$ cat config.mk
export PLATFORM = sky130hd
export DESIGN_NAME = eavr_queue
export DESIGN_NICKNAME = d
export VERILOG_FILES = /design/src/hdl/eavr_pkg.sv /design/src/hdl/eavr_queue.sv
export VERILOG_INCLUDE_DIRS = /design/src /design/src/hdl
export SDC_FILE = /design/constraint.sdc
export NUM_CORES = 1
export LEC_CHECK = 0
export BUFFER_PORTS_ARGS = -buffer_cell sky130_fd_sc_hd__buf_2
export CORE_MARGIN = 3
export CORE_UTILIZATION = 53
export CTS_BUF_LIST = sky130_fd_sc_hd__clkbuf_8
export DETAILED_ROUTE_END_ITERATION = 10
export PLACE_DENSITY = 0.81
export SLEW_MARGIN = 20
export SYNTH_ARGS = -nofsm -noshare
export SYNTH_HDL_FRONTEND = slang
export SYNTH_SLANG_ARGS = --single-unit
$ cat constraint.sdc
create_clock -name clk_i -period 13.48 [get_ports clk_i]
set_clock_uncertainty 0.05 [all_clocks]
set_input_delay 1.348 -clock clk_i [delete_from_list [all_inputs] [get_ports clk_i]]
set_output_delay 1.348 -clock clk_i [all_outputs]
set_load 0.02 [all_outputs]
$ cat src/hdl/euler_attitude_vector_rotation_assert.svh
// Assertion macros for the Euler attitude vector rotation block.
// Included by the RTL files that carry concurrent checks; no other dependencies.
`ifndef EULER_ATTITUDE_VECTOR_ROTATION_ASSERT_SVH
`define EULER_ATTITUDE_VECTOR_ROTATION_ASSERT_SVH
`ifndef SYNTHESIS
`define EAVR_ASSERT_NEVER(lbl, clk, rstn, cond) \
  lbl: assert property (@(posedge clk) disable iff (!rstn) !(cond)) \
    else $error("eavr: forbidden condition seen");
`define EAVR_ASSERT_IMPLIES(lbl, clk, rstn, ante, cons) \
  lbl: assert property (@(posedge clk) disable iff (!rstn) (ante) |-> (cons)) \
    else $error("eavr: implication failed");
`else
`define EAVR_ASSERT_NEVER(lbl, clk, rstn, cond)
`define EAVR_ASSERT_IMPLIES(lbl, clk, rstn, ante, cons)
`endif
`endif

$ cat src/hdl/eavr_pkg.sv
// Package for the Euler attitude vector rotation block: request, result and
// queue entry types, fixed-point widths, CORDIC constants and rounding helpers.
`default_nettype none
package eavr_pkg;

  localparam int PH_W      = 33;   // folded phase, full turn is 2^32
  localparam int CX_W      = 34;   // CORDIC x/y datapath
  localparam int Q_W       = 32;   // Q2.30 trig and matrix values
  localparam int MAX_STEPS = 24;
  localparam int DEF_STEPS = 16;
  localparam logic signed [CX_W-1:0] CORDIC_GAIN = 34'sd652032874;

  typedef struct packed {
    logic signed [15:0] roll_angle;
    logic signed [15:0] pitch_angle;
    logic signed [15:0] yaw_angle;
    logic signed [31:0] beam_x;
    logic signed [31:0] beam_y;
    logic signed [31:0] beam_z;
    logic               last_beam;
  } req_t;

  typedef struct packed {
    logic signed [31:0] map_x;
    logic signed [31:0] map_y;
    logic signed [31:0] map_z;
    logic               last_out;
  } res_t;

  typedef struct packed {
    logic signed [31:0] bx;
    logic signed [31:0] by;
    logic signed [31:0] bz;
    logic               last;
  } beam_t;

  // Lane 0 is roll, lane 1 pitch, lane 2 yaw.
  typedef struct packed {
    logic [2:0][PH_W-1:0] phase;
    logic [2:0]           flip;
    beam_t                beam;
  } qent_t;

  typedef struct packed {
    logic [2:0][Q_W-1:0] c;
    logic [2:0][Q_W-1:0] s;
    beam_t               beam;
  } trig_t;

  typedef struct packed {
    logic push;
    logic full;
  } qctl_t;

  function automatic logic signed [PH_W-1:0] atan_turn(input int i);
    logic signed [PH_W-1:0] a;
    case (i)
      0: a = 33'sd536870912;   1: a = 33'sd316933406;
      2: a = 33'sd167458907;   3: a = 33'sd85004756;
      4: a = 33'sd42667331;    5: a = 33'sd21354465;
      6: a = 33'sd10679838;    7: a = 33'sd5340245;
      8: a = 33'sd2670163;     9: a = 33'sd1335087;
      10: a = 33'sd667544;     11: a = 33'sd333772;
      12: a = 33'sd166886;     13: a = 33'sd83443;
      14: a = 33'sd41722;      15: a = 33'sd20861;
      16: a = 33'sd10430;      17: a = 33'sd5215;
      18: a = 33'sd2608;       19: a = 33'sd1304;
      20: a = 33'sd652;        21: a = 33'sd326;
      22: a = 33'sd163;        23: a = 33'sd81;
      default: a = '0;
    endcase
    return a;
  endfunction

  // Round a Q60 sum to Q30 (add one half, floor shift), result known to fit.
  function automatic logic signed [Q_W-1:0] rnd30(input logic signed [65:0] v);
    logic signed [65:0] t;
    t = v + 66'sd536870912;
    return t[61:30];
  endfunction

  // Round a Q46 sum to Q16.16 and saturate to 32 bits.
  function automatic logic signed [31:0] rnd_sat(input logic signed [65:0] v);
    logic signed [65:0] t;
    logic signed [35:0] q;
    t = v + 66'sd536870912;
    q = t[65:30];
    if (q > 36'sd2147483647) return 32'sh7fffffff;
    else if (q < -36'sd2147483648) return 32'sh80000000;
    return q[31:0];
  endfunction

  function automatic logic signed [65:0] sx(input logic signed [63:0] p);
    return {{2{p[63]}}, p};
  endfunction

endpackage
`default_nettype wire

$ cat src/hdl/eavr_queue.sv
// Two-entry queue between front end and CORDIC back end.
// Depends on eavr_pkg and the assertion macro header.
`default_nettype none
`include "euler_attitude_vector_rotation_assert.svh"
module eavr_queue (
  input  wire logic            clk_i,
  input  wire logic            rst_ni,
  input  wire logic            push_i,
  input  wire eavr_pkg::qent_t ent_i,
  input  wire logic            pop_i,
  output logic                 full_o,
  output logic                 valid_o,
  output eavr_pkg::qent_t      ent_o
);
  import eavr_pkg::*;

  qent_t      mem [2];
  logic       wr_q, wr_d, rd_q, rd_d;
  logic [1:0] cnt_q, cnt_d;
  logic       do_pop;

  assign full_o  = cnt_q == 2'd2;
  assign valid_o = cnt_q != 2'd0;
  assign ent_o   = mem[rd_q];
  assign do_pop  = pop_i && valid_o;

  always_comb begin
    wr_d  = push_i ? ~wr_q : wr_q;
    rd_d  = do_pop ? ~rd_q : rd_q;
    cnt_d = cnt_q + 2'(push_i) - 2'(do_pop);
  end

  always_ff @(posedge clk_i) begin
    if (push_i) begin
      mem[wr_q] <= ent_i;
    end
  end

  always_ff @(posedge clk_i or negedge rst_ni) begin
    if (!rst_ni) begin
      wr_q  <= 1'b0;
      rd_q  <= 1'b0;
      cnt_q <= 2'd0;
    end else begin
      wr_q  <= wr_d;
      rd_q  <= rd_d;
      cnt_q <= cnt_d;
    end
  end

  `EAVR_ASSERT_NEVER(a_no_overflow, clk_i, rst_ni, push_i && full_o && !do_pop)
  `EAVR_ASSERT_NEVER(a_cnt_range, clk_i, rst_ni, cnt_q == 2'd3)
  `EAVR_ASSERT_IMPLIES(a_ptr_match, clk_i, rst_ni, cnt_q == 2'd0 || cnt_q == 2'd2,
                       wr_q == rd_q)
endmodule
`default_nettype wire

== After elaboration in Yosys (flattened, before gate mapping) ==
Memories as Yosys holds them, arrays and structs flattened.
Index checks and enable logic that the tools add are counted.
Storage, ports and cells
  bits of input ports: 203
  output and inout port bits: 201
  register bits: 4
  logic and storage cells: 13
  memories kept: 1
  bits in writable memories: 398
Cells by class
  bitwise gates (word level): 2
  reductions and logical operators: 2
  $add $sub $neg: 2
  equal/unequal tests: 1
  muxes and demuxes: 2
Memories
  mem: words 2, width 199, rd ports 1, clocked after Yosys merged registers in 0, write ports 1, RTL line eavr_queue.sv:17  | qent_t mem [2];
Operators with widths (number)
  adder 2 x 1 -> 2 bit: 1
  == test 2 bit, second input constant: 1
  2-to-1 mux 1 bit: 2
  inverter 1 bit: 2
  nonzero test 2 bit: 1
  subtractor 2 x 1 -> 2 bit: 1
  logical AND 1 bit: 1

== Longest topological paths before layout ==
Gate-level depths: netlist of run 1.
  depth after elaboration: 3
  depth in mapped cells: 6
  mapped depth without buffers: 6

== Worst setup path before layout of run 1 ==
OpenSTA, ideal clock, no wires.
  kind: input port to flip-flop
  from: in push_i
  to: mem mem[0][0] (netlist name) (enable)
  required time: 12.645 ns
  setup time: 0.785 ns
  cell stages on the path: 1
  path buffers: 0
  arrival time: 9.929 ns
  path slack: 2.716 ns
  cells stage by stage: nor2b_1
Between the ends
  word-level cells in the longest chain between the ends: 2
Ends and longest elaborated chain
  start: declaration: RTL line eavr_queue.sv:8  | input wire logic push_i,
  2-to-1 mux 1 bit: RTL line eavr_queue.sv:34  | if (push_i) begin
  2-to-1 mux 1 bit (implied by the code): RTL line eavr_queue.sv:35  | mem[wr_q] <= ent_i;
  end: declaration: RTL line eavr_queue.sv:17
No other way between the ends.

==> summary by stage, run 1 <==
Place
The area of placed instances is approximately 17,000 µm². The final weighted congestion of routability-driven global placement is 0.732. At the placement stage, the worst setup path has a slack of approximately 9600 ps. After legalization and detailed placement, the total HPWL measured between 15,000 and 20,000 µm. Port buffering added about 400 buffers. The number of cells after detailed placement is 1,396.

Setup path
The maximum net fanout on the critical path is 70. The largest single stage delay on the critical path is 1020 ps. The critical path runs through a total of 3 cells. The kind of capture point of the worst setup path is an output pin.

The worst register-to-register path ends at mem[0][107]$_DFFE_PP_. For the worst setup path, the data arrival time is 3110 ps. Walking the worst path, the cells encountered are buf_4, mux2_2, buf_2. The startpoint identified for the worst register-to-register timing path is wr_q$_DFFE_PN0P_. The termination of the worst setup path is ent_o[41]. Measured in cells, the most critical reg-to-reg path has a length of 3. The worst register-to-register path has a setup slack of ~11,000 ps. The worst setup path is launched from a flop.

For the worst setup path, the data required time is between 10,000 and 15,000 ps. The critical path class is flop to output pin. Grouping stages by cell kind, the critical path spends the most delay in flip-flops. The largest individual stage delay along the critical path comes from the cell dfrtp_4. Counting both buffers and inverters, the worst setup path holds a total of 2. The worst setup path startpoint is rd_q$_DFFE_PN0P_.

Die
The number of core rows is 60. The die extent in y is 172 µm. Pin placement for this block handled around 400 I/O pins. The die covers between 20,000 and 30,000 µm². The die is approximately 170 µm wide. For this configuration, the core starts out at a cell density of 0.542. After floorplanning, the core was sized to cover around 27,000 µm².

Cells and area
The final instance count without filler cells is about 1,500. The layout-stage area growth over the synthesis result is 23.0%. The layout cell share with drive strength beyond 1 is 0.603.

The post-route standard cell area excluding fillers is about 18,000 µm². The number of nets in the finished design is between 1,000 and 1,500.

Timing
The setup TNS is 0 ps. Dividing the final minimum period by the clock period gives 0.334. The final setup violation count is 0. The clock period minus worst slack is 4500 ps. The worst max-slew margin expressed relative to the limit is 0.310. Setup repair after global routing left no endpoint under its margin. The number of hold violations in the final report is 0.

The tightest hold path in the finished design has a slack of between 400 and 500 ps. After layout, the worst setup slack is approximately 9000 ps. For this run, the top clock speed supported by timing is 222 MHz.

The slew at the pin closest to its max-slew limit is 1040 ps. The number of max-slew violations in the final report is 0.

Synthesis
The commonest cells after synthesis are edfxtp_1 (398), mux2_2 (199), clkbuf_8 (19), dfrtp_1 (4), buf_6 (3). The post-synthesis average cell area is around 23 µm². Synthesis inferred approximately 400 register bits. For this run, the register share of the synthesized area comes to 0.821.

Yosys instantiated no cell more often than edfxtp_1. The count of distinct cell types in the synthesized netlist is 13. The net count of the mapped netlist is about 840. The total of warnings raised by yosys is 0. The synthesized design contains 398 enable-type register cells. Synthesis produced about 640 cells. In the post-synthesis netlist, the biggest area contributors are edfxtp_1 (81%), mux2_2 (15%), clkbuf_8 (1.8%). The synthesized area is between 10,000 and 15,000 µm². In the synthesized netlist the async set-or-reset flop fraction comes to 0.00995. The share of the synthesized area in the top cell type is 0.814.

edfxtp_1 takes more of the synthesized area than any other cell. The most used flip-flop cell after synthesis is edfxtp_1.

CTS
After clock tree synthesis, the clock-pin slew on the worst setup and hold paths is 60 ps. The clock reaches the later pin of the worst-skew pair after approximately 600 ps. The TritonCTS clock tree is yes. The clock net sink count is roughly 400. The post-CTS setup-driven buffer insertion count is 0. In this run, post-CTS repair resized a total of 0 instances. The H-tree depth reported by CTS is 2. Buffers inserted to repair hold after CTS numbered 0.

CTS placed an instance of clkbuf_8 at the clock tree root. In this run the deepest clock path goes through 3 buffers. In this run, CTS created clock tree buffers numbering 61.

Power
Summed over all cells, the static leakage comes to just under 0.007 µW. Power spread over the standard cell area amounts to 216 nW/µm². VDD sags by at most between 0.1 and 0.15 mV.

Global route
The number of antenna violations at the first check in global routing came to 14. The global-route wire length before repair is around 44,000 µm. The via count of the first global-routing pass is around 8,200. The maximum number of pins on one net before global-route repair is 76.

Across every metal layer, demand over resource in global routing totals 0.194. Summed over all layers, the global routing overflow is 0.

Drt
Summed over all layers, the routed wires come to around 30,000 µm. Before antenna repair, the detailed router went through 5 iterations. The count of nets left with antenna violations after detail routing is 0. The total DRC errors in the routed layout is 0. The average routed wire per standard cell is 20.0 µm. The detailed router finished its first iteration with between 500 and 600 violations.

The via density per instance is a little over 5. The final route contains approximately 7,600 vias.

Job
The tool flagged a number of max-cap violations equal to 0.

Worst hold path
The path class of the tightest hold or removal check is input pin to async pin.

Status
The run finished with clean final reports.
## kinds of logic (layout without fill, tap and decap cells)
family,count (synthesis),after routing,synth area share
fa+ha+maj,2,2,0.00170
mux,199,199,0.153
buf+inv,24,522,0.0206
other cells,0,9,0
flops,402,402,0.821
simple gates,4,4,0.00170
xor+xnor,4,4,0.00239
compound gates,1,1,0.000511
## metal layers
metal,routed length (µm),up-vias,track usage
li1,-,3479,-
met5,56,-,0
met3,3290,77,0.0825
met4,836,10,0.0847
met1,10700,3729,0.217
met2,15500,346,0.324
## worst reg2reg max path, cell delays in order, from the launching register on
cell and delay (ps):
dfrtp_1 430, nor2b_4 120, buf_4 630, buf_4 900
## metrics by stage
stage / utilization / total power (µW)
6_report: 0.667 / 3890
5_1_grt: 0.667 / 4080
4_1_cts: 0.666 / 3940
3_5_place_dp: 0.625 / 3030
3_3_place_gp: 0.625 / 3000
2_1_floorplan: - / 2730
## worst min path at each step
stage / startpoint / end / slack, ps / cells past startpoint
global placement: wr_q$_DFFE_PN0P_ / wr_q$_DFFE_PN0P_ / 480 / 1
detailed placement: wr_q$_DFFE_PN0P_ / wr_q$_DFFE_PN0P_ / 500 / 1
finish: rst_ni / cnt_q[0]$_DFF_PN0_ / 500 / 1
global route: rst_ni / cnt_q[0]$_DFF_PN0_ / 450 / 1
floorplan: wr_q$_DFFE_PN0P_ / wr_q$_DFFE_PN0P_ / 410 / 1
CTS: rst_ni / rd_q$_DFFE_PN0P_ / 450 / 1
## area by class of cell
cell class	instances	area, µm²
repair buffers	410	2070
flip-flops and latches	402	12100
clock buffers	61	840
diodes	9	22.5
clock inverters	49	263
multi-input cells	210	2340
well taps	372	465
fillers	1798	9030
inverters	2	7.51
## flip-flops by register name (all words and copies together) (netlist names)
| register | count |
|---|---|
| cnt_q | 2 |
| mem | 398 |
| rd_q | 1 |
| wr_q | 1 |
## power by group
part | switching (µW) | total [µW] | internal (µW)
combinational | 762 | 1240 | 479
clock | 440 | 900 | 460
sequential | 92.0 | 1750 | 1660
total | 1290 | 3890 | 2600
## layout by cell type, fill, tap and decap left out, drive strengths merged
cell type and n:
buf 410, diode 9, xnor2 2, clkbuf 61, o21a 1, nor2b 2, mux2 199, xor2 2
bufinv 2, clkinv 26, inv 21, edfxtp 398, and2 1, or2 1, clkinvlp 2, ha 2
dfrtp 4
Power figures use the tool's default switching activity.
==> run 2: changes to the inputs <==
Clock period 13.48 ns to 4.4 ns, I/O delays scaled along.
==> summary by stage, run 2 (same netlist as run 1, synthesis figures left out) <==
Status
The flow ran to the end, and the final reports show no timing, DRC or antenna violations.

CTS
The number of clock buffers inserted by TritonCTS was 60 (-1.6%). The clock net sink count is 402 (unchanged). The clock-pin transition on the worst setup and hold timing paths is 60 ps (about the same). The insertion delay to the later sink of the worst-skew pair came to 560 ps (-40 ps). The clock root buffer is clkbuf_8. TritonCTS built the clock tree. The H-tree depth reported by CTS is 2 (unchanged).

The deepest clock path buffer count came to 3 (unchanged). The count of instances resized after the clock tree is built is 0 (unchanged).

Place
The count of port buffers added during placement is 403 (unchanged). The area of placed instances is 17,000 µm² (+0.49%). The final weighted congestion of routability-driven global placement is 0.759 (+3.8%). The total half-perimeter wirelength after legalization and detailed placement came to 20,200 µm (+2.7%).

Cells and area
The layout cell share with drive strength beyond 1 is 0.512 (-0.0908). The post-route standard cell area excluding fillers is 20,100 µm² (+11%). The top cell types in the final layout, fill and taps aside, are buf_2 (403), edfxtp_1 (398), mux2_2 (199), dlygate4sd3_1 (199), clkbuf_8 (60). The commonest non-fill, non-tap cell in the layout is buf_2. In the final layout, the registers with the most flip-flops are mem x398, cnt_q x2. The flip-flop count of the largest register after layout is 398 (unchanged). The area growth from synthesis to layout is 36.9%. The number of nets in the finished design is 1,491 (+15%). The number of inserted filler cells in the final layout is 1,441 (-20%).

The register with the most flip-flops is mem.

Die
The number of top-level pins came to 404 (unchanged). The die span in x is 172 µm (unchanged). The core region area is 27,100 µm² (unchanged).

The initial core utilization was 0.542 (unchanged). The die extent in y is 172 µm (unchanged). The area of the die came to 29,700 µm² (unchanged). The number of core rows came to 60 (unchanged).

Timing
The number of hold violations in the final report was 0 (unchanged). The number of max-slew violations in the final report was 0 (unchanged). The final setup violation count is 0 (unchanged). Setup repair after global routing left no endpoint under its margin.

The setup TNS is 0 ps (unchanged). The slew at the pin closest to its max-slew limit is 963 ps (-72.3 ps). The worst-case hold slack was 61.1 ps (-439 ps). For the finished layout, the period the worst path requires is a little over 3000 ps. The maximum frequency from static timing analysis is approximately 330 MHz.

Of the available clock period, the critical path in the final layout requires 0.688. The worst max-slew margin expressed relative to the limit was 0.357 (+0.0469).

Power
The post-route total power was 12,300 µW (+220%). The switching component of the power is 4180 µW (+220%). The proportion of total power due to net switching is 0.339 (+0.00640). The clock share of power is 0.229 (-0.002). The part of the total power dissipated in combinational logic was 0.335 (+0.016). The internal portion of total power is 8160 µW (+210%). The relative contribution of sequential cells to total power is 0.436 (-0.014). The static leakage power was 0.00772 µW (+13%). The power density over the cells is 614 nW/µm² (+180%). The maximum ir drop on the vdd rail was 0.543 mV (+310%).

Setup path
The critical path class is flop to output pin. The maximum net fanout on the critical path is 64 (-8.6%). The kind of capture point of the worst setup path is an output pin. The data arrival time of the critical path came to 2540 ps (-570 ps).

The kind of start point of the critical path is a flop. The data required time at the worst endpoint is 3910 ps (-8170 ps).

Drt
The count of nets left with antenna violations after detail routing came to 0 (unchanged). The average routed wire per standard cell is 22.0 µm (+10%). The first-pass iteration count of the detailed router is 4 (-1). The wire length after detailed routing is 37,500 µm (+24%). The via count of the routed design is 8,687 (+14%). The initial detailed-routing violation count was 718 (+32%). The total DRC errors in the routed layout is 0 (unchanged).

The via density per instance came to 5.10 (+1.0%).

Global route
The met2 layer usage reported by global route is 0.421 (+0.0964). The maximum number of pins on one net before global-route repair was 86 (+13%). The via count of the first global-routing pass is 9,469 (+16%). The fraction of met1 tracks used by global routing is 0.283 (+0.0662). The number of antenna violations at the first check in global routing is 3 (-11). The total track usage is 0.242 (+0.0482). The global-route wire length before repair came to 54,100 µm (+23%). The met3 routing resource usage after global routing is 0.0798 (-0.00274). The sum of overflow across all layers after global routing is 0 (unchanged). The highest-utilization routing layer at the global route stage is met2.

Job
The number of maximum-capacitance violations is 0 (unchanged).

Worst hold path
The type of the worst min-delay path is input pin to flop.
-- run 2: cell types whose count changed in the layout (fill, tap and decap cells not counted) --
cell	before	now
inv_1	19	21
clkinv_1	22	20
clkinv_4	1	0
inv_6	2	1
diode_2	9	2
clkinvlp_4	2	1
clkbuf_8	61	60
dlygate4sd3_1	0	199
bufinv_16	2	3
buf_12	0	6
buf_4	7	2
-- run 2: what timing repair did --
item | CTS | global route
hold endpoints to repair | 400 | 0
setup buffers | 0 | 0
hold buffers | 199 | 0
-- run 2: metal layers --
| layer | part of all wire | routed length [µm] |
|---|---|---|
| met1 | 0.36 | 13700 |
| met2 | 0.51 | 19100 |
| met3 | 0.097 | 3630 |
| met4 | 0.029 | 1100 |
| met5 | 0.00035 | 13 |
-- run 2: metrics by stage --
step                       util  setup slack [ps]  std cells
after floorplan               -               495        636
after global placement    0.628              1970       1397
after detailed placement  0.628              1980       1397
after CTS                 0.742              1340       1703
after global routing      0.742              1270       1704
final                     0.742              1370       1705
-- run 2: final cells by class --
cell class / count / area [µm²] / area share
Tap cell: 372 / 465 / 0.0231
Multi-Input combinational cell: 210 / 2340 / 0.117
Clock buffer: 60 / 826 / 0.0411
Clock inverter: 47 / 268 / 0.0133
Inverter: 2 / 7.51 / 0.000373
Antenna cell: 2 / 5.00 / 0.000249
Timing Repair Buffer: 610 / 4140 / 0.206
Sequential cell: 402 / 12100 / 0.599
-- run 2: worst max-delay path, cell delays in order, from the launching register on --
cell     delay (ps)
dfrtp_4         930
buf_12          410
mux2_2          410
buf_2           180
-- run 2: power groups by stage --
stage                     combinational [µW]  sequential (µW)  clock, µW
final                                   4140             5380       2820
after global routing                    4350             5440       3060
after detailed placement                3890             5420          0
after floorplan                         2880             5330          0
after CTS                               4070             5350       2830
after global placement                  3870             5370          0
-- run 2: worst paths after layout --
| path | startpoint | endpoint | slack [ps] | cells after the start |
|---|---|---|---|---|
| max | rd_q$_DFFE_PN0P_ | ent_o[111] | 1370 | 3 |
| min reg2reg | wr_q$_DFFE_PN0P_ | wr_q$_DFFE_PN0P_ | 510 | 1 |
| max in group asynchronous | rst_ni | rd_q$_DFFE_PN0P_ | 3970 | 2 |
| min in group asynchronous | rst_ni | wr_q$_DFFE_PN0P_ | 180 | 2 |
| max reg2reg | wr_q$_DFFE_PN0P_ | mem[0][106]$_DFFE_PP_ | 2240 | 2 |
| min | ent_i[197] | mem[0][197]$_DFFE_PP_ | 60 | 1 |
