[src/hdl/euler_attitude_vector_rotation_assert.svh]
// Assertion macros for the Euler attitude vector rotation block.
// Included by the RTL files that carry concurrent checks; no other dependencies.
`ifndef EULER_ATTITUDE_VECTOR_ROTATION_ASSERT_SVH
`define EULER_ATTITUDE_VECTOR_ROTATION_ASSERT_SVH
`ifndef SYNTHESIS
`define EAVR_ASSERT_NEVER(lbl, clk, rstn, cond) \
  lbl: assert property (@(posedge clk) disable iff (!rstn) !(cond)) \
    else $error("eavr: forbidden condition seen");
`define EAVR_ASSERT_IMPLIES(lbl, clk, rstn, ante, cons) \
  lbl: assert property (@(posedge clk) disable iff (!rstn) (ante) |-> (cons)) \
    else $error("eavr: implication failed");
`else
`define EAVR_ASSERT_NEVER(lbl, clk, rstn, cond)
`define EAVR_ASSERT_IMPLIES(lbl, clk, rstn, ante, cons)
`endif
`endif

[src/hdl/eavr_pkg.sv]
// Package for the Euler attitude vector rotation block: request, result and
// queue entry types, fixed-point widths, CORDIC constants and rounding helpers.
`default_nettype none
package eavr_pkg;

  localparam int PH_W      = 33;   // folded phase, full turn is 2^32
  localparam int CX_W      = 34;   // CORDIC x/y datapath
  localparam int Q_W       = 32;   // Q2.30 trig and matrix values
  localparam int MAX_STEPS = 24;
  localparam int DEF_STEPS = 16;
  localparam logic signed [CX_W-1:0] CORDIC_GAIN = 34'sd652032874;

  typedef struct packed {
    logic signed [15:0] roll_angle;
    logic signed [15:0] pitch_angle;
    logic signed [15:0] yaw_angle;
    logic signed [31:0] beam_x;
    logic signed [31:0] beam_y;
    logic signed [31:0] beam_z;
    logic               last_beam;
  } req_t;

  typedef struct packed {
    logic signed [31:0] map_x;
    logic signed [31:0] map_y;
    logic signed [31:0] map_z;
    logic               last_out;
  } res_t;

  typedef struct packed {
    logic signed [31:0] bx;
    logic signed [31:0] by;
    logic signed [31:0] bz;
    logic               last;
  } beam_t;

  // Lane 0 is roll, lane 1 pitch, lane 2 yaw.
  typedef struct packed {
    logic [2:0][PH_W-1:0] phase;
    logic [2:0]           flip;
    beam_t                beam;
  } qent_t;

  typedef struct packed {
    logic [2:0][Q_W-1:0] c;
    logic [2:0][Q_W-1:0] s;
    beam_t               beam;
  } trig_t;

  typedef struct packed {
    logic push;
    logic full;
  } qctl_t;

  function automatic logic signed [PH_W-1:0] atan_turn(input int i);
    logic signed [PH_W-1:0] a;
    case (i)
      0: a = 33'sd536870912;   1: a = 33'sd316933406;
      2: a = 33'sd167458907;   3: a = 33'sd85004756;
      4: a = 33'sd42667331;    5: a = 33'sd21354465;
      6: a = 33'sd10679838;    7: a = 33'sd5340245;
      8: a = 33'sd2670163;     9: a = 33'sd1335087;
      10: a = 33'sd667544;     11: a = 33'sd333772;
      12: a = 33'sd166886;     13: a = 33'sd83443;
      14: a = 33'sd41722;      15: a = 33'sd20861;
      16: a = 33'sd10430;      17: a = 33'sd5215;
      18: a = 33'sd2608;       19: a = 33'sd1304;
      20: a = 33'sd652;        21: a = 33'sd326;
      22: a = 33'sd163;        23: a = 33'sd81;
      default: a = '0;
    endcase
    return a;
  endfunction

  // Round a Q60 sum to Q30 (add one half, floor shift), result known to fit.
  function automatic logic signed [Q_W-1:0] rnd30(input logic signed [65:0] v);
    logic signed [65:0] t;
    t = v + 66'sd536870912;
    return t[61:30];
  endfunction

  // Round a Q46 sum to Q16.16 and saturate to 32 bits.
  function automatic logic signed [31:0] rnd_sat(input logic signed [65:0] v);
    logic signed [65:0] t;
    logic signed [35:0] q;
    t = v + 66'sd536870912;
    q = t[65:30];
    if (q > 36'sd2147483647) return 32'sh7fffffff;
    else if (q < -36'sd2147483648) return 32'sh80000000;
    return q[31:0];
  endfunction

  function automatic logic signed [65:0] sx(input logic signed [63:0] p);
    return {{2{p[63]}}, p};
  endfunction

endpackage
`default_nettype wire

[src/hdl/eavr_front.sv]
// Front end: takes requests, folds each angle into the CORDIC range and marks
// the fold. Depends on eavr_pkg.
`default_nettype none
module eavr_front (
  input  wire logic          start_i,
  input  wire eavr_pkg::req_t req_i,
  input  wire logic          full_i,
  output logic               busy_o,
  output eavr_pkg::qctl_t    ctl_o,
  output eavr_pkg::qent_t    ent_o
);
  import eavr_pkg::*;

  logic signed [15:0] ang [3];

  assign ang[0] = req_i.roll_angle;
  assign ang[1] = req_i.pitch_angle;
  assign ang[2] = req_i.yaw_angle;

  always_comb begin
    for (int j = 0; j < 3; j++) begin
      logic signed [PH_W-1:0] z;
      z = {ang[j][15], ang[j], 16'd0};
      ent_o.flip[j] = 1'b0;
      if (z > 33'sd1073741824) begin
        z = z - 33'sd2147483648;
        ent_o.flip[j] = 1'b1;
      end else if (z < -33'sd1073741824) begin
        z = z + 33'sd2147483648;
        ent_o.flip[j] = 1'b1;
      end
      ent_o.phase[j] = z;
    end
    ent_o.beam.bx   = req_i.beam_x;
    ent_o.beam.by   = req_i.beam_y;
    ent_o.beam.bz   = req_i.beam_z;
    ent_o.beam.last = req_i.last_beam;
  end

  assign busy_o     = full_i;
  assign ctl_o.full = full_i;
  assign ctl_o.push = start_i && !full_i;

endmodule
`default_nettype wire

[config.mk]
export PLATFORM = sky130hd
export DESIGN_NAME = eavr_front
export DESIGN_NICKNAME = d
export VERILOG_FILES = /design/src/hdl/euler_attitude_vector_rotation_assert.svh /design/src/hdl/eavr_pkg.sv /design/src/hdl/eavr_front.sv
export SDC_FILE = /design/constraint.sdc
export NUM_CORES = 1
export LEC_CHECK = 0
export ABC_AREA = 1
export BUFFER_PORTS_ARGS = -buffer_cell sky130_fd_sc_hd__buf_2
export CAP_MARGIN = 20
export CELL_PAD_IN_SITES_DETAIL_PLACEMENT = 1
export CELL_PAD_IN_SITES_GLOBAL_PLACEMENT = 2
export CORE_MARGIN = 5
export CORE_UTILIZATION = 10
export DETAILED_ROUTE_END_ITERATION = 10
export PLACE_DENSITY = 0.9
export SLEW_MARGIN = 15
export SYNTH_ARGS = -nofsm -noshare
export SYNTH_HDL_FRONTEND = slang
export SYNTH_SLANG_ARGS = --single-unit
[constraint.sdc]
create_clock -name vclk -period 0.8
set_clock_uncertainty 0.2 [all_clocks]
set_input_delay 0.04 -clock vclk [all_inputs]
set_output_delay 0.04 -clock vclk [all_outputs]
set_load 0.05 [all_outputs]
Word-level counts from Yosys, hierarchy flattened

Index checks and enable logic that the tools add are counted.

Latch bits: 0
Output and inout bits: 202
Memory bits (read-only): 0
Memory bits (writable): 0
Bits of input ports: 147
Bits in registers: 0
Memories kept: 0

Shift operators: 0
Divide/modulo/power cells: 0
Bitwise operators: 0
$lt $le $gt $ge: 6
Muxes and demuxes: 12
Reduce and logical (&&, ||, !) cells: 2
Multipliers: 0
Equality and inequality tests: 0
Add/subtract/negate cells: 6

Operators by type and width:

| cell                                                                           | number |
|---|---|
| 33-bit 2-to-1 mux                                                              | 6 |
| 32-bit by 33-bit adder with 33-bit output, second input constant               | 3 |
| 32-bit by 33-bit subtractor with 33-bit output, second input constant          | 3 |
| 32-bit > comparator, second input constant                                     | 3 |
| 32-bit by 31-bit less-than comparator with 1-bit output, second input constant | 3 |
| 1-bit 2-to-1 mux                                                               | 6 |
| 1-bit logical AND                                                              | 1 |
| 1-bit logical NOT                                                              | 1 |

Longest topological paths before layout

Gate-level depths: netlist of run 1.

Depth in word-level cells: 3
Depth in mapped cells: 4
Mapped depth without buffers: 4

Least setup slack after synthesis of run 1

No wires, ideal clock.

Path type: input-to-output
Start point: input req_i[138] (netlist name)
End point: output ent_o[131] (netlist name)
Arrival time: 0.958 ns
Path buffers: 0
Required time: 0.560 ns
Slack: -0.398 ns
Cell stages on the path: 4
Cell sequence: nor2_1 nand2_1 nor2_2 a21oi_1

RTL lines:

| item            | RTL line         | source |
|---|---|---|
| start, declared | eavr_front.sv:6  | `input wire eavr_pkg::req_t req_i,` |
| end, declared   | eavr_front.sv:10 | `output eavr_pkg::qent_t ent_o` |

==> results of run 1 <==
worst paths after layout:
kind | start | to | slack, ps | cells after the start
setup / recovery | req_i[117] | ent_o[98] | -180 | 6
hold / removal | req_i[17] | ent_o[17] | -120 | 0
synth_stat cells:
cell type	number
nor2_1	21
buf_4	192
inv_1	7
nor2_2	7
a21oi_1	9
nand2_1	12
xnor2_1	3
conb_1	1
where the power goes:
group	internal [mW]	switching, mW	leakage [nW]	total [mW]
combinational	0.433	1.32	0.859	1.75
sequential	0	0	0	0
clock	0	0	0	0
total	0.433	1.32	0.859	1.75
metal layers:
metal / vias to the layer above / share of wire
met1: 455 / 0.23
met4: 0 / 0.098
met2: 173 / 0.46
li1: 468 / -
met5: - / 0
met3: 54 / 0.21
stage by stage:
stage	cells	TNS, ps
floorplan	299	-1070
global placement	445	-2720
detailed placement	445	-2830
CTS	447	-1500
global route	447	-1750
finish	447	-1290
cells by family (layout without fill, tap and decap cells):
group | Yosys count | after routing | synth area share
buffers and inverters | 199 | 127 | 0.858
other | 1 | 48 | 0.00219
xor gates and xnor gates | 3 | 3 | 0.0154
and+or+nand+nor | 40 | 40 | 0.0980
AOI/OAI and AO/OA | 9 | 9 | 0.0263
area by class of cell:
| class | count | area, um^2 | area share |
|---|---|---|---|
| repair buffers | 120 | 887 | 0.490 |
| inverters | 7 | 26.3 | 0.0145 |
| multi-input cells | 100 | 621 | 0.343 |
| well taps | 220 | 275 | 0.152 |
timing repair:
action | in CTS | in global routing
setup buffers | 2 | 0
resized for setup | 75 | 25
endpoints found under the hold margin | 97 | 97
pin swaps | 39 | 18
setup endpoints to repair | 9 | 10
==> out/results.ini, run 1 <==
[critical_path]
crit_type = in -> out
cp_cell_sequence = buf_4 > nor2_4 > nand2_2 > nor2_4 > a21oi_2 > buf_6
cp_slowest_cell = nor2_4
cpMostUsedCell = nor2_4
cp_top_family = simple AND/OR/NAND/NOR gates
crit_required_ps = 560
start_kind = primary input
worstSetupEndpointType = output port
cpPeakStageDelay_ps = 170
crit_fanout = 3
crit_arrival_ps = 740
path_buf_inv = 2

[floorplanning]
die_w_um = 141
die_y_um = 141
dieArea_mm2 = 0.0198
ios = 349
rows = 47
coreArea_mm2 = 0.0167
initial_core_util = 0.102

[logic_synthesis]
synth.avg_cell_area_um2 = 6.79
synth_warnings = 0
synth.top_cell.area_share = 0.843
synth_area_leader_cell = buf_4
yosysUniqueCellTypes = 8
netlist_instances = 252
syn_area_mm2 = 0.00171
synthTopCellsByArea = buf_4 (84%), nor2_1 (4.6%), a21oi_1 (2.6%)
synth-seq-area-share = 0

[placed_design]
placed_cell_area_mm2 = 0.00138
gp_congestion = 0.656
hpwl_um = 4140
io_buffer_count = 107
dpl_worst_slack_ps = -361

[final_layout]
nClkBuffers = 0
nFlopsAndLatches = 0
finalNetCount = 376
final_common_cell = buf_2
most-common-layout-cells = buf_2 (67), conb_1 (48), buf_6 (35)
final_util = 0.108
drive_gt1_frac = 0.722
areaGrowthSynthToFinish_pct = 5.78
diodes = 0
regArea_um2 = 0
design_area_mm2 = 0.00181
n_fill_cell = 2029

[sta]
rsz0062_at_grt = true
hold_viol = 97
fin_crit_ps = 981
hold_slack_ps = -120
finalCritPeriodShare = 1.23
drv_slew = 0
fmax_ghz = 1.02
setup_ws_ps = -181
setup_viol = 9

[grt]
antenna_found_initial = 0
overflow = 0
top_usage_layer = met2
grt_max_degree = 4
grt_use_met1 = 0.0298
grt.met3_usage = 0.0257
use_met2 = 0.0653
grt_pass1_wl_um = 6280
grt_pass1_vias = 1230
track_usage = 0.0393

[drt]
drtIter0Drc = 11
postRouteWirelength_um = 4850
vias = 1150
viasPerCell = 2.57
drc = 0
wl_per_cell_um = 10.8
antenna_left = 0
first_pass_iters = 3

[pwr]
p_leak_nw = 0.859
peakVddDrop_mv = 0.288
power-per-cell-area_mw_per_mm2 = 969
finalPower_mw = 1.75

[run_status]
violations = hold timing, setup timing
outcome = complete, but fails checks

[job]
maxCapViolCount = 0

[hold_path]
min_path_type = in -> out

(Power assumes the default switching activity.)
==> run 2, diff against run 1 <==
==> constraint.sdc (replaced) <==
create_clock -name vclk -period 1
set_clock_uncertainty 0.2 [all_clocks]
set_input_delay 0.05 -clock vclk [all_inputs]
set_output_delay 0.05 -clock vclk [all_outputs]
set_load 0.05 [all_outputs]
==> out/results.ini, run 2 (same netlist as run 1, synthesis figures left out) <==
[final_layout]
design_area_mm2 = 0.00176  ; -2.6%
final_common_cell = buf_2
regArea_um2 = 0  ; unchanged
nClkBuffers = 0  ; unchanged
nFlopsAndLatches = 0  ; unchanged
areaGrowthSynthToFinish_pct = 3.00
diodes = 0  ; unchanged
final_util = 0.105  ; -0.00285
n_fill_cell = 2054  ; +1.2%
finalNetCount = 374  ; -0.53%
most-common-layout-cells = buf_2 (69), conb_1 (48), buf_6 (39)
drive_gt1_frac = 0.720  ; -0.00247

[sta]
hold_viol = 97  ; unchanged
finalCritPeriodShare = 1.04
setup_ws_ps = -37.7  ; +143 ps
drv_slew = 0  ; unchanged
fmax_ghz = 0.964
setup_viol = 3  ; -6
fin_crit_ps = 1040
hold_slack_ps = -100  ; +20.0 ps
rsz0062_at_grt = true

[floorplanning]
initial_core_util = 0.102  ; unchanged
die_y_um = 141  ; unchanged
rows = 47  ; unchanged
die_w_um = 141  ; unchanged
ios = 349  ; unchanged
coreArea_mm2 = 0.0167  ; unchanged
dieArea_mm2 = 0.0198  ; unchanged

[critical_path]
crit_type = in -> out
start_kind = primary input
crit_fanout = 3  ; unchanged
crit_required_ps = 750  ; +190 ps
worstSetupEndpointType = output port
crit_arrival_ps = 790  ; +50 ps

[drt]
postRouteWirelength_um = 5510  ; +14%
drtIter0Drc = 9  ; -2
met3_length_um = 1280  ; +25%
met2_length_um = 2680  ; +20%
routed.top_layer = met4
viasPerCell = 2.59  ; +0.54%
first_pass_iters = 2  ; -1
met1_length_um = 1110  ; -1.1%
antenna_left = 0  ; unchanged
wl_per_cell_um = 12.4  ; +14%
vias = 1151  ; +0.087%
drc = 0  ; unchanged

[pwr]
pwr-share-clk = 0  ; unchanged
power-per-cell-area_mw_per_mm2 = 792  ; -18%
peakVddDrop_mv = 0.195  ; -32%
p_sw_mw = 1.06  ; -20%
seq_power_share = 0  ; unchanged
switching_share = 0.758  ; +0.00555
p_leak_nw = 0.846  ; -1.5%
p_int_mw = 0.337  ; -22%
p_comb_frac = 1.000  ; about the same

[run_status]
violations = hold timing, setup timing
outcome = complete, but fails checks

[grt]
track_usage = 0.0439  ; +0.00459
grt_pass1_wl_um = 6810  ; +8.5%
grt_pass1_vias = 1227  ; -0.24%
overflow = 0  ; unchanged
grt_max_degree = 4  ; unchanged
antenna_found_initial = 0  ; unchanged

[placed_design]
dpl_worst_slack_ps = -186  ; +175 ps
io_buffer_count = 107  ; unchanged
gp_congestion = 0.646  ; -1.5%
placed_cell_area_mm2 = 0.00134  ; -2.6%
hpwl_um = 4760  ; +15%

[hold_path]
hold_path_end = ent_o[20]
holdPathStages = 0  ; unchanged
holdCritStartpoint = req_i[20]
min_path_type = in -> out

[clock_network]
post_cts_buffers = 0  ; -2

[job]
maxCapViolCount = 0  ; unchanged

-- run 2: changes by cell type in the layout (fill, tap and decap cells not counted), sizes merged --
| cell | before | now |
|---|---|---|
| buf | 120 | 118 |
-- run 2: how the worst max path moves through the flow --
stage	startpoint	endpoint	slack [ps]
global placement	req_i[112]	ent_o[99]	-180
detailed placement	req_i[112]	ent_o[99]	-190
global route	req_i[104]	ent_o[197]	-60
floorplan	req_i[138]	ent_o[131]	-220
CTS	req_i[100]	ent_o[197]	-20
finish	req_i[104]	ent_o[197]	-40
-- run 2: critical path: stages --
cell and delay (ps):
buf_2 110, nor2_2 110, nand2_2 70, nor2_4 180, a21oi_2 100, buf_6 160
-- run 2: layout make-up --
| type | count | area, um^2 | area share |
|---|---|---|---|
| timing repair buffer | 118 | 860 | 0.488 |
| inverter | 7 | 26.3 | 0.0149 |
| tap | 220 | 275 | 0.156 |
| multi-input combinational | 100 | 601 | 0.341 |
-- run 2: power groups by stage --
| stage | Combinational (mW) | Clock (mW) | Sequential (mW) |
|---|---|---|---|
| detailed placement | 1.21 | 0 | 0 |
| global placement | 1.21 | 0 | 0 |
| CTS | 1.34 | 0 | 0 |
| global route | 1.45 | 0 | 0 |
| finish | 1.39 | 0 | 0 |
| floorplan | 2.25 | 0 | 0 |
-- run 2: layer usage --
| layer | up-vias | global-route usage |
|---|---|---|
| met5 | - | 0 |
| met4 | 0 | 0.0382 |
| met2 | 183 | 0.0764 |
| met1 | 455 | 0.0259 |
| met3 | 48 | 0.0396 |
| li1 | 465 | - |
-- run 2: repair_timing --
action | CTS | global route
pin swaps | 33 | 21
endpoints found under the hold margin | 97 | 97
cloned | 0 | 0
endpoints found under the setup margin | 9 | 9
resized for setup | 73 | 29
-- run 2: per-stage QoR --
step / std cells / power (mW) / setup TNS, ps
2_1_floorplan: 299 / 2.25 / -1960
3_3_place_gp: 445 / 1.21 / -828
3_5_place_dp: 445 / 1.21 / -848
4_1_cts: 445 / 1.34 / -55.4
5_1_grt: 445 / 1.45 / -214
6_report: 445 / 1.39 / -85.8
==> run 3, diff against run 2 <==
--- a/config.mk
+++ b/config.mk
@@ -14,6 +14,7 @@
 export CORE_UTILIZATION = 10
 export DETAILED_ROUTE_END_ITERATION = 10
 export PLACE_DENSITY = 0.9
+export SETUP_SLACK_MARGIN = 0.3
 export SLEW_MARGIN = 15
 export SYNTH_ARGS = -nofsm -noshare
 export SYNTH_HDL_FRONTEND = slang
==> out/results.ini, run 3 (same netlist as run 1, synthesis figures left out) <==
[critical_path]
worstSetupEndpointType = output port
crit_type = in -> out
crit_fanout = 3  ; unchanged
crit_required_ps = 750  ; about the same
crit_arrival_ps = 780  ; about the same
start_kind = primary input

[final_layout]
areaGrowthSynthToFinish_pct = 13.5
final_util = 0.116  ; +0.0108
final_common_cell = buf_2
regArea_um2 = 0  ; unchanged
nClkBuffers = 0  ; unchanged
stdcell_count = 440  ; -1.1%
n_fill_cell = 2012  ; -2.0%
nFlopsAndLatches = 0  ; unchanged
diodes = 0  ; unchanged
design_area_mm2 = 0.00194  ; +10%
drive_gt1_frac = 0.741  ; +0.0209
most-common-layout-cells = buf_2 (55), conb_1 (48), buf_6 (35)
finalNetCount = 369  ; -1.3%

[hold_path]
min_path_type = in -> out

[placed_design]
placed_cell_area_mm2 = 0.00157  ; +17%
gp_congestion = 0.644  ; -0.31%
dp.cells = 438  ; -1.6%
dpl_worst_slack_ps = -162  ; +24.0 ps
io_buffer_count = 107  ; unchanged
hpwl_um = 4490  ; -5.8%

[sta]
setup_viol = 9  ; +6
rsz0062_at_grt = true
fmax_ghz = 0.975  ; +1.2%
fin_setup_tns_ps = -153  ; -67.1 ps
hold_viol = 97  ; unchanged
drv_slew = 0  ; unchanged
fin_crit_ps = 1030  ; -12.3 ps
finalCritPeriodShare = 1.03  ; -0.0123
hold_slack_ps = -100  ; unchanged
setup_ws_ps = -25.5  ; +12.3 ps

[floorplanning]
die_w_um = 141  ; unchanged
ios = 349  ; unchanged
dieArea_mm2 = 0.0198  ; unchanged
coreArea_mm2 = 0.0167  ; unchanged
die_y_um = 141  ; unchanged
initial_core_util = 0.102  ; unchanged
rows = 47  ; unchanged

[run_status]
violations = hold timing, setup timing
outcome = complete, but fails checks

[grt]
grt_pass1_vias = 1229  ; +0.16%
antenna_found_initial = 0  ; unchanged
grt_max_degree = 4  ; unchanged
track_usage = 0.0423  ; -0.00155
overflow = 0  ; unchanged
grt_pass1_wl_um = 6670  ; -2.1%

[drt]
drc = 0  ; unchanged
viasPerCell = 2.53  ; -2.0%
first_pass_iters = 2  ; unchanged
postRouteWirelength_um = 5060  ; -8.2%
wl_per_cell_um = 11.5  ; -7.1%
drtIter0Drc = 9  ; unchanged
vias = 1115  ; -3.1%
antenna_left = 0  ; unchanged

[pwr]
peakVddDrop_mv = 0.173  ; -11%
power-per-cell-area_mw_per_mm2 = 758  ; -4.3%
p_leak_nw = 0.865  ; +2.3%
finalPower_mw = 1.47  ; +5.5%

[job]
maxCapViolCount = 0  ; unchanged

## run 3: cell types whose count changed in the layout (fill, tap and decap cells not counted), moves of 2 or more
cell,before,now
a21oi_2,8,0
a21oi_4,1,9
buf_2,69,55
buf_6,39,35
buf_8,0,8
clkbuf_4,0,6
nand2_1,2,0
nand2_2,10,12
nor2_1,4,0
nor2_2,11,1
nor2_4,13,27
## run 3: critical path: stages
cell and delay [ps]:
buf_8 100, nor2_4 90, nand2_2 70, nor2_4 220, a21oi_4 80, buf_6 160
## run 3: per-layer routing
metal  share of wire  vias up  track usage
met3            0.22       50       0.0318
met1            0.21      458       0.0279
li1                -      458            -
met5               0        -            0
met4           0.080        0       0.0362
met2            0.49      149       0.0751
## run 3: final timing paths
kind              startpoint   endpoint  slack [ps]  cells after the start
hold / removal     req_i[18]  ent_o[18]        -100                      0
setup / recovery  req_i[141]  ent_o[97]         -30                      6
## run 3: layout make-up
class / instances / area (um^2) / area share
timing repair buffer: 113 / 902 / 0.465
multi-input combinational: 100 / 738 / 0.380
tap: 220 / 275 / 0.142
inverter: 7 / 26.3 / 0.0135
## run 3: what timing repair did
| item | CTS | global route |
|---|---|---|
| resized for setup | 65 | 34 |
| setup endpoints to repair | 16 | 17 |
| gates cloned | 0 | 0 |
| buffers inserted | 1 | 1 |
| pin swaps | 33 | 16 |
| endpoints found under the hold margin | 97 | 97 |
## run 3: report_power, final
group / internal [mW] / total [mW] / switching, mW
combinational: 0.384 / 1.47 / 1.09
sequential: 0 / 0 / 0
clock: 0 / 0 / 0
total: 0.384 / 1.47 / 1.09
